### config.mk
export PLATFORM = sky130hd
export DESIGN_NAME = touch_count_trimmed_accumulator
export DESIGN_NICKNAME = d
export VERILOG_FILES = /design/src/tca_pkg.sv /design/src/tca_reading.sv /design/src/tca_accum.sv /design/src/touch_count_trimmed_accumulator.sv
export SDC_FILE = /design/constraint.sdc
export NUM_CORES = 2
export LEC_CHECK = 0
export BUFFER_PORTS_ARGS = -buffer_cell sky130_fd_sc_hd__clkbuf_2
export CAP_MARGIN = 20
export CORE_MARGIN = 5
export CORE_UTILIZATION = 35
export CTS_CLUSTER_DIAMETER = 80
export DETAILED_ROUTE_END_ITERATION = 8
export PLACE_DENSITY = 0.5
export SLEW_MARGIN = 20
export SYNTH_ARGS = -nofsm -noshare
export SYNTH_HDL_FRONTEND = slang
export SYNTH_SLANG_ARGS = --single-unit
export TNS_END_PERCENT = 50
### constraint.sdc
create_clock -name clk_i -period 18.47 [get_ports clk_i]
set_clock_uncertainty 0.05 [all_clocks]
set_input_delay 3.694 -clock clk_i [delete_from_list [all_inputs] [get_ports clk_i]]
set_output_delay 3.694 -clock clk_i [all_outputs]
set_load 0.1 [all_outputs]
### src/tca_pkg.sv
// ----------------------------------------------------------------------------
// tca_pkg
// Shared types and constants for the touch count trimmed accumulator.
// ----------------------------------------------------------------------------
package tca_pkg;

  localparam int unsigned SampleCountW = 8;
  localparam int unsigned TimeoutW     = 32;
  localparam int unsigned CountW       = 32;
  localparam int unsigned TotalW       = 32;
  localparam int unsigned StatusW      = 2;
  localparam int unsigned ReadingW     = 24;
  localparam int unsigned CfgIdxW      = 8;
  localparam int unsigned CfgDataW     = 32;

  localparam int unsigned MaxSamplesDefault = 32;

  localparam logic [SampleCountW-1:0] SampleCountReset = 8'd1;
  localparam logic [TimeoutW-1:0]     TimeoutReset     = 32'd1250000;

  // x / 1000 == (x * ceil(2^38 / 1000)) >> 38 for every 32-bit x
  localparam int unsigned ReadingDivisor = 1000;
  localparam int unsigned RecipShift     = 38;
  localparam int unsigned RecipW         = 29;
  localparam logic [RecipW-1:0] RecipMult =
    RecipW'(((64'd1 << RecipShift) + 64'(ReadingDivisor) - 64'd1) / 64'(ReadingDivisor));

  localparam logic [ReadingW-1:0] MinStart = 24'hFFFFFF;
  localparam logic [SampleCountW:0] RunExtra = 9'd2;

  typedef enum logic [CfgIdxW-1:0] {
    RegSampleCount = 8'd0,
    RegTimeout     = 8'd1
  } reg_idx_e;

  typedef enum logic [StatusW-1:0] {
    StatusOk      = 2'd0,
    StatusTimeout = 2'd1,
    StatusTooMany = 2'd2
  } status_e;

  typedef struct packed {
    logic                timeout;
    logic [ReadingW-1:0] reading;
  } reading_t;

  typedef struct packed {
    logic              emit;
    status_e           status;
    logic [TotalW-1:0] total;
  } result_t;

endpackage

### src/tca_reading.sv
// ----------------------------------------------------------------------------
// tca_reading
// Elapsed cycles from the countdown value and the reading (elapsed / 1000).
// ----------------------------------------------------------------------------
module tca_reading import tca_pkg::*; (
  input  logic [TimeoutW-1:0] timeout_cycles_i,
  input  logic [CountW-1:0]   remaining_count_i,
  output reading_t            reading_o
);

  logic [CountW-1:0]        elapsed;
  logic [CountW+RecipW-1:0] product;

  assign elapsed = timeout_cycles_i - remaining_count_i;
  assign product = (CountW+RecipW)'(elapsed) * (CountW+RecipW)'(RecipMult);

  assign reading_o.timeout = (elapsed == '0);
  assign reading_o.reading = ReadingW'(product >> RecipShift);

endmodule

### src/tca_accum.sv
// ----------------------------------------------------------------------------
// tca_accum
// Run state: sum, min and max of readings, and the trimmed total per run.
// ----------------------------------------------------------------------------
module tca_accum import tca_pkg::*; #(
  parameter int unsigned MaxSamples = MaxSamplesDefault
) (
  input  logic                    clk_i,
  input  logic                    rst_ni,
  input  logic                    en_i,
  input  logic [SampleCountW-1:0] sample_count_i,
  input  reading_t                rd_i,
  output result_t                 res_o
);

  localparam int unsigned TakenW = $clog2(MaxSamples + 3);
  localparam int unsigned RunW   = (TakenW > SampleCountW + 1) ? TakenW : SampleCountW + 1;

  logic [TotalW-1:0]   sum_q, sum_d, sum_new;
  logic [ReadingW-1:0] min_q, min_d, min_new;
  logic [ReadingW-1:0] max_q, max_d, max_new;
  logic [TakenW-1:0]   taken_q, taken_d, taken_new;
  logic [RunW-1:0]     run_len;
  logic                too_many, single, done;

  assign too_many  = sample_count_i > SampleCountW'(MaxSamples);
  assign single    = (sample_count_i == SampleCountW'(1));
  assign sum_new   = sum_q + TotalW'(rd_i.reading);
  assign min_new   = (rd_i.reading < min_q) ? rd_i.reading : min_q;
  assign max_new   = (rd_i.reading > max_q) ? rd_i.reading : max_q;
  assign taken_new = taken_q + TakenW'(1);
  assign run_len   = RunW'(sample_count_i) + RunW'(RunExtra);
  assign done      = RunW'(taken_new) >= run_len;

  always_comb begin
    res_o.emit   = 1'b1;
    res_o.status = StatusOk;
    res_o.total  = '0;
    sum_d        = '0;
    min_d        = MinStart;
    max_d        = '0;
    taken_d      = '0;
    if (too_many) begin
      res_o.status = StatusTooMany;
    end else if (rd_i.timeout) begin
      res_o.status = StatusTimeout;
    end else if (single) begin
      res_o.total = TotalW'(rd_i.reading);
    end else if (done) begin
      res_o.total = sum_new - TotalW'(min_new) - TotalW'(max_new);
    end else begin
      res_o.emit = 1'b0;
      sum_d      = sum_new;
      min_d      = min_new;
      max_d      = max_new;
      taken_d    = taken_new;
    end
  end

  always_ff @(posedge clk_i or negedge rst_ni) begin
    if (!rst_ni) begin
      sum_q   <= '0;
      min_q   <= MinStart;
      max_q   <= '0;
      taken_q <= '0;
    end else if (en_i) begin
      sum_q   <= sum_d;
      min_q   <= min_d;
      max_q   <= max_d;
      taken_q <= taken_d;
    end
  end

endmodule

### src/touch_count_trimmed_accumulator.sv
// ----------------------------------------------------------------------------
// touch_count_trimmed_accumulator
// Turns capacitive countdown values into readings and olympic trimmed sums.
// ----------------------------------------------------------------------------
//  channel | direction | handshake           | payload
//  in      | input     | in_valid/in_ready   | remaining_count
//  out     | output    | out_valid/out_ready | status, total
//  cfg     | input     | cfg_valid/cfg_ready | cfg_index, cfg_data
//
//  One item per cycle while the output does not stall; an accepted item goes
//  through the input register, reading register and output register, in order.
//  The 32x29 reciprocal multiply in front of the reading register sets the clock.
//  Items that only extend a run give no result. cfg_ready is always high.
//  Reset: sample_count 1, timeout 1250000, empty run, pipeline empty.
//  A stalled output holds its item; the reading stage backs up behind it.
// ----------------------------------------------------------------------------
module touch_count_trimmed_accumulator import tca_pkg::*; #(
  parameter int unsigned MaxSamples = MaxSamplesDefault
) (
  input  logic                clk_i,
  input  logic                rst_ni,
  input  logic                in_valid_i,
  output logic                in_ready_o,
  input  logic [CountW-1:0]   remaining_count_i,
  output logic                out_valid_o,
  input  logic                out_ready_i,
  output logic [StatusW-1:0]  status_o,
  output logic [TotalW-1:0]   total_o,
  input  logic                cfg_valid_i,
  output logic                cfg_ready_o,
  input  logic [CfgIdxW-1:0]  cfg_index_i,
  input  logic [CfgDataW-1:0] cfg_data_i
);

  logic [SampleCountW-1:0] sample_count_q;
  logic [TimeoutW-1:0]     timeout_q;
  logic                    in_v_q;
  logic [CountW-1:0]       rem_q;
  logic                    rd_v_q;
  reading_t                rd_q, rd_d;
  logic                    out_v_q;
  status_e                 status_q;
  logic [TotalW-1:0]       total_q;
  result_t                 res;
  logic                    out_free, rd_free, rd_adv;

  assign cfg_ready_o = 1'b1;

  always_ff @(posedge clk_i or negedge rst_ni) begin
    if (!rst_ni) begin
      sample_count_q <= SampleCountReset;
      timeout_q      <= TimeoutReset;
    end else if (cfg_valid_i) begin
      unique case (cfg_index_i)
        RegSampleCount: sample_count_q <= cfg_data_i[SampleCountW-1:0];
        RegTimeout:     timeout_q      <= cfg_data_i[TimeoutW-1:0];
        default: ;
      endcase
    end
  end

  assign out_free   = !out_v_q || out_ready_i;
  assign rd_adv     = rd_v_q && out_free;
  assign rd_free    = !rd_v_q || out_free;
  assign in_ready_o = !in_v_q || rd_free;

  tca_reading u_reading (
    .timeout_cycles_i  (timeout_q),
    .remaining_count_i (rem_q),
    .reading_o         (rd_d)
  );

  tca_accum #(
    .MaxSamples (MaxSamples)
  ) u_accum (
    .clk_i          (clk_i),
    .rst_ni         (rst_ni),
    .en_i           (rd_adv),
    .sample_count_i (sample_count_q),
    .rd_i           (rd_q),
    .res_o          (res)
  );

  always_ff @(posedge clk_i or negedge rst_ni) begin
    if (!rst_ni) begin
      in_v_q  <= 1'b0;
      rd_v_q  <= 1'b0;
      out_v_q <= 1'b0;
    end else begin
      if (in_ready_o) in_v_q <= in_valid_i;
      if (rd_free)    rd_v_q <= in_v_q;
      if (rd_adv && res.emit) begin
        out_v_q <= 1'b1;
      end else if (out_ready_i) begin
        out_v_q <= 1'b0;
      end
    end
  end

  always_ff @(posedge clk_i) begin
    if (in_ready_o && in_valid_i) rem_q <= remaining_count_i;
    if (rd_free && in_v_q)        rd_q  <= rd_d;
    if (rd_adv && res.emit) begin
      status_q <= res.status;
      total_q  <= res.total;
    end
  end

  assign out_valid_o = out_v_q;
  assign status_o    = status_q;
  assign total_o     = total_q;

  // error results always carry a zero total
  assert property (@(posedge clk_i) disable iff (!rst_ni)
    out_valid_o |-> (status_o == StatusOk || total_o == '0))
    else $error("error status with nonzero total");

  // a waiting result is never overwritten
  assert property (@(posedge clk_i) disable iff (!rst_ni)
    (rd_adv && out_v_q) |-> out_ready_i)
    else $error("output register overwritten");

  // input only stalls when the input register is occupied
  assert property (@(posedge clk_i) disable iff (!rst_ni)
    !in_ready_o |-> (in_v_q && rd_v_q && out_v_q && !out_ready_i))
    else $error("input stalled without backpressure");

endmodule
---- Yosys cells after proc, flatten, opt, wreduce, memory -nomap -nowiden ----
Cells that the tools add are included.
cells by class
  order comparisons ....................... 4
  shift operators ......................... 0
  multiply operators ...................... 1
  multiplexer cells ....................... 27
  bitwise gates (word level) .............. 1
  equality and inequality tests ........... 2
  divide/modulo/power cells ............... 0
  add/subtract/negate cells ............... 6
  reduce and logical (&&, ||, !) cells .... 17
operators by type and width
  cell                    number
  $mux 24                 10
  $mux 32                 4
  $sub 32x24->32          2
  $mul 32x29->61 const B  1
  $mux 23                 2
  $add 32x23->32          1
  $logic_not 32->1        1
  $sub 32x32->32          1
  $gt 23x24->1            1
  $lt 23x24->1            1
  $mux 6                  4
  $eq 8x1->1 const B      2
  $add 8x2->9 const B     1
  $ge 6x9->1              1
  $gt 8x6->1 const B      1
  $logic_not 8->1         1
  $mux 1                  7
  $add 6x1->6 const B     1
  $logic_and 1x1->1       4
  $reduce_and 2->1        2
  $reduce_or 4->1         1
  $logic_not 1->1         3
  $logic_or 1x1->1        3
  $reduce_bool 2->1       1
  other kinds (2)         2
storage, ports and cells
  ROM bits ................................ 0
  input bits .............................. 77
  RAM bits ................................ 0
  memories ................................ 0
  output and inout bits ................... 37
  bits in registers ....................... 219
  logic and storage cells ................. 74
  latch bits .............................. 0

---- Depth between registers and ports, before layout ----
  depth in word-level cells ............... 8
  depth in mapped cells ................... 38
  gate-level depth less buffers ........... 38

---- Hierarchy ----
Synthesis repeated with hierarchy kept, for this count alone.
unflattened totals
  cell total of the unflattened synthesis .. 2860
  area total of the unflattened synthesis .. 29594.6 µm²
modules (own cells, without submodules)
  module                           cells each  times used  area each (µm²)  sequential area each (µm²)
  tca_reading                      1621        1           15957.8          0.0
  tca_accum                        1044        1           9064.9           2182.1
  touch_count_trimmed_accumulator  195         1           4571.9           3819.9

---- Least setup slack after synthesis ----
Ideal clock, no wire load.
  path type ............................... flip-flop to flip-flop
  from .................................... register timeout_q[0]
  to ...................................... register rd_q[19] (netlist name), data pin
  cell stages (with the launch flop) ...... 36
  arrival ................................. 9.027 ns
  data required time ...................... 18.148 ns
  path slack .............................. 9.121 ns
  library setup time ...................... 0.272 ns
  cell sequence ........................... dfrtp_1 -> inv_1 -> ha_1 -> fa_1 -> nor2b_1 -> o31a_1 -> nor3_1 -> o31ai_2 -> a41o_1 -> a21o_1 -> a211oi_1 -> nor4b_1 -> a311oi_2 -> xnor2_1 -> ha_1 -> fa_1 -> ha_1 -> inv_1 -> fa_1 -> inv_1 -> fa_1 -> inv_1 -> fa_1 -> inv_1 -> fa_1 -> ha_1 -> ha_1 -> a21o_1 -> a21o_1 -> a21o_1 -> a2111oi_2 -> nor3_1 -> nor2_2 -> o21ai_2 -> and4b_1 -> or4_1
RTL lines
  element                 RTL line                                source
  from (decl)             touch_count_trimmed_accumulator.sv:36   logic [TimeoutW-1:0] timeout_q;
  from (signal assigned)  touch_count_trimmed_accumulator.sv:52   timeout_q <= TimeoutReset;
  from (signal assigned)  touch_count_trimmed_accumulator.sv:56   RegTimeout: timeout_q <= cfg_data_i[TimeoutW-1:0];
  to (signal assigned)    touch_count_trimmed_accumulator.sv:102  if (rd_free && in_v_q) rd_q <= rd_d;
  to (decl)               touch_count_trimmed_accumulator.sv:40   reading_t rd_q, rd_d;

==> metrics <==
status=completed; buffers inserted by post-CTS timing repair=0; count of nets after finishing=3756; placed wire-length estimate=65340 um; startpoint of the worst hold path=u_accum.sum_q[20]; Slowest-stage cell, CP=xor2_1; PnR worst setup slack=7823 ps; post-detailed-route wirelength per cell=20.09 um; required time worst endpoint=18730 ps; die span in y=295 um; hold violation total from the final report=0; total of endpoints with negative setup slack in the final report=0; pin slew with the least headroom to its limit=1039 ps; count of hold-fix buffers inserted at cts=0; asr flop ratio synth=58.90%; via count of the first global-routing pass=21.33k; critical path class=reg2reg; share of final-layout standard cells stronger than drive strength 1=10.74%; EDFF count, synth=90; critical path data arrival time=10900 ps; Setup crit end kind=flop; Critical Path Source=timeout_q[0]; count of TritonRoute iterations in the first routing pass=7; top flip-flop cell by instance count after synthesis=dfrtp_1; Max Fanout on Critical Path=8; initial antenna violation count=1; sequential share of the synthesized area=21.01%; vias after detailed routing=19.88k; die extent in x=295 um; Final TNS setup=0 ps; synthesis warning total=0; P&R area growth vs syn=10.20%; maximum number of buffers from clock root to sink=3; startpoint of the worst-slack reg-to-reg timing path=timeout_q[0]; post-synthesis average cell area=10.56 sq um; library cells used by synthesis=85; total die area=87030 sq um; Max Clk Rate=93.92 MHz; ratio of final minimum period to clock period=57.65%; area inside the core boundary=80550 sq um; largest net degree at the start of global routing=67; global routing usage on met1=24.71%; weighted congestion reported at the end of routability-driven placement=0.9327; input/output buffers=112; Clk Latency, worst-skew pair=570 ps; CTS sink count=219; worst slack after detailed placement=7698 ps; overflow left after global routing=0; number of cell rows=104; TritonCTS buffer count=27; met3 track demand over resource in global routing=2.344%; longest individual stage delay on the worst path=840 ps; Critical Path Start Type=flop; via density per instance=5.084; mapped cell area=28430 sq um; met2 track demand over resource=30.63%; global-route wire length before repair=123800 um; Tightest Hold Check Type=reg2reg; post-synth net total=3618; count of boundary I/O pins=114; clock-pin transition on the worst setup and hold timing paths=60 ps; RSZ-0062 raised after global routing=no; cell count after synthesis=2692; clock tree from TritonCTS=done; root buffer cell=clkbuf_16; GRT Total Usage=18.04%; Starting DRT DRC Count=949; Slew HR=30.53%; CP most frequent cell=fa_1; post-route minimum period=10650 ps; aggregate routed wire length=78540 um; number of max-slew violations in the final report=0; Max-Cap Viols=0; final antenna-violating net count=0; fill count=7834; Antenna diodes=0; Post-route DRC=0; Gates resized, CTS repair=0; H-tree levels=1; initial core utilization=35.29%; post-synthesis register bit count=219; most congested layer reported by global routing=met2
[cells in the final DEF (no fill, tap or decap), types with 73 or more instances in the layout]
cell	count
o21ai_0	116
a21o_1	75
dfrtp_1	96
clkbuf_2	111
edfxtp_1	90
inv_1	460
nor2_1	73
a21oi_1	95
ha_1	525
nand2_1	128
fa_1	324
[cell usage after synthesis, types with 24 or more instances]
cell type  count  area share, %
dfstp_2       33            3.1
nand3_1       39           0.69
nand2b_1      26           0.57
nor3_1        30           0.53
nand2_1      128            1.7
clkbuf_1      25           0.33
mux2i_1       46            1.6
xnor2_1       60            1.8
mux2_2        42            1.7
nor2_1        74           0.98
dfrtp_1       96            8.5
o21ai_0      116            2.0
ha_1         525             23
xor2_1        65            2.0
fa_1         324             23
edfxtp_1      90            9.5
inv_1        460            6.1
a22o_1        30           0.92
a21o_1        75            2.0
nand4_1       24           0.53
a21oi_1       97            1.7
[cell type report]
cell class	instances	area, sq um	area share [%]
multi-input combinational	1971	20600	65.77
sequential	219	5972	19.06
inverter	460	1727	5.511
tap	1060	1326	4.233
timing repair buffer	151	872.1	2.784
clock buffer	43	775.7	2.476
clock inverter	6	52.55	0.1677
[worst paths after layout]
path | end | depth (start not counted) | slack (ps)
min in group asynchronous | u_accum.sum_q[1] | 1 | 3090
max | rd_q[19] | 33 | 7820
max in group asynchronous | timeout_q[14] | 2 | 13830
max reg2reg | rd_q[19] | 33 | 7820
min | u_accum.sum_q[20] | 2 | 430
min reg2reg | u_accum.sum_q[20] | 2 | 430
[critical path: cells and delay by family (launching register included)]
kind                     cells  cell delay [ps]
adder cells (fa/ha/maj)     11             4740
buffers and inverters        3              160
AO/OA/AOI/OAI               10             2530
XOR/XNOR                     1              840
flip-flops                   1              340
AND/OR/NAND/NOR              8             1740
[metal layers]
metal,wire length [um],part of all wire (%)
met1,36170,46
met2,37330,48
met5,0,0
met4,2045,2.6
met3,2993,3.8
[state kept, by name, indices dropped and copies added, names as in the netlist]
signal,flops
rem_q,32
timeout_q,32
total_o,32
u_accum.sum_q,32
rd_q,24
u_accum.max_q,24
u_accum.min_q,24
sample_count_q,8
u_accum.taken_q,6
status_o,2
in_v_q,1
out_valid_o,1
rd_v_q,1
[logic make-up after synthesis]
logic type	Yosys count	synth area share, %
buffers and inverters	502	6.791
other	2	0.02642
muxes	88	3.283
and+or+nand+nor	422	7.420
adders and majority gates	849	45.92
DFF	219	21.01
xor gates and xnor gates	126	3.908
AOI/OAI and AO/OA	484	11.64
[stage by stage]
step | instances | hold WS (ps) | util, % | cell area [sq um]
finish | 3910 | 427.8 | 38.89 | 31330
global route | 3910 | 460.7 | 38.89 | 31330
CTS | 3910 | 432.0 | 38.89 | 31330
detailed placement | 3861 | 418.6 | 37.87 | 30500
global placement | 3860 | 409.7 | 37.83 | 30470
floorplan | 2692 | 392.8 | - | 28430
Power is left out: the tool's default activity adds up to more than one toggle a clock period on the data nets, which glitch-free logic cannot reach.
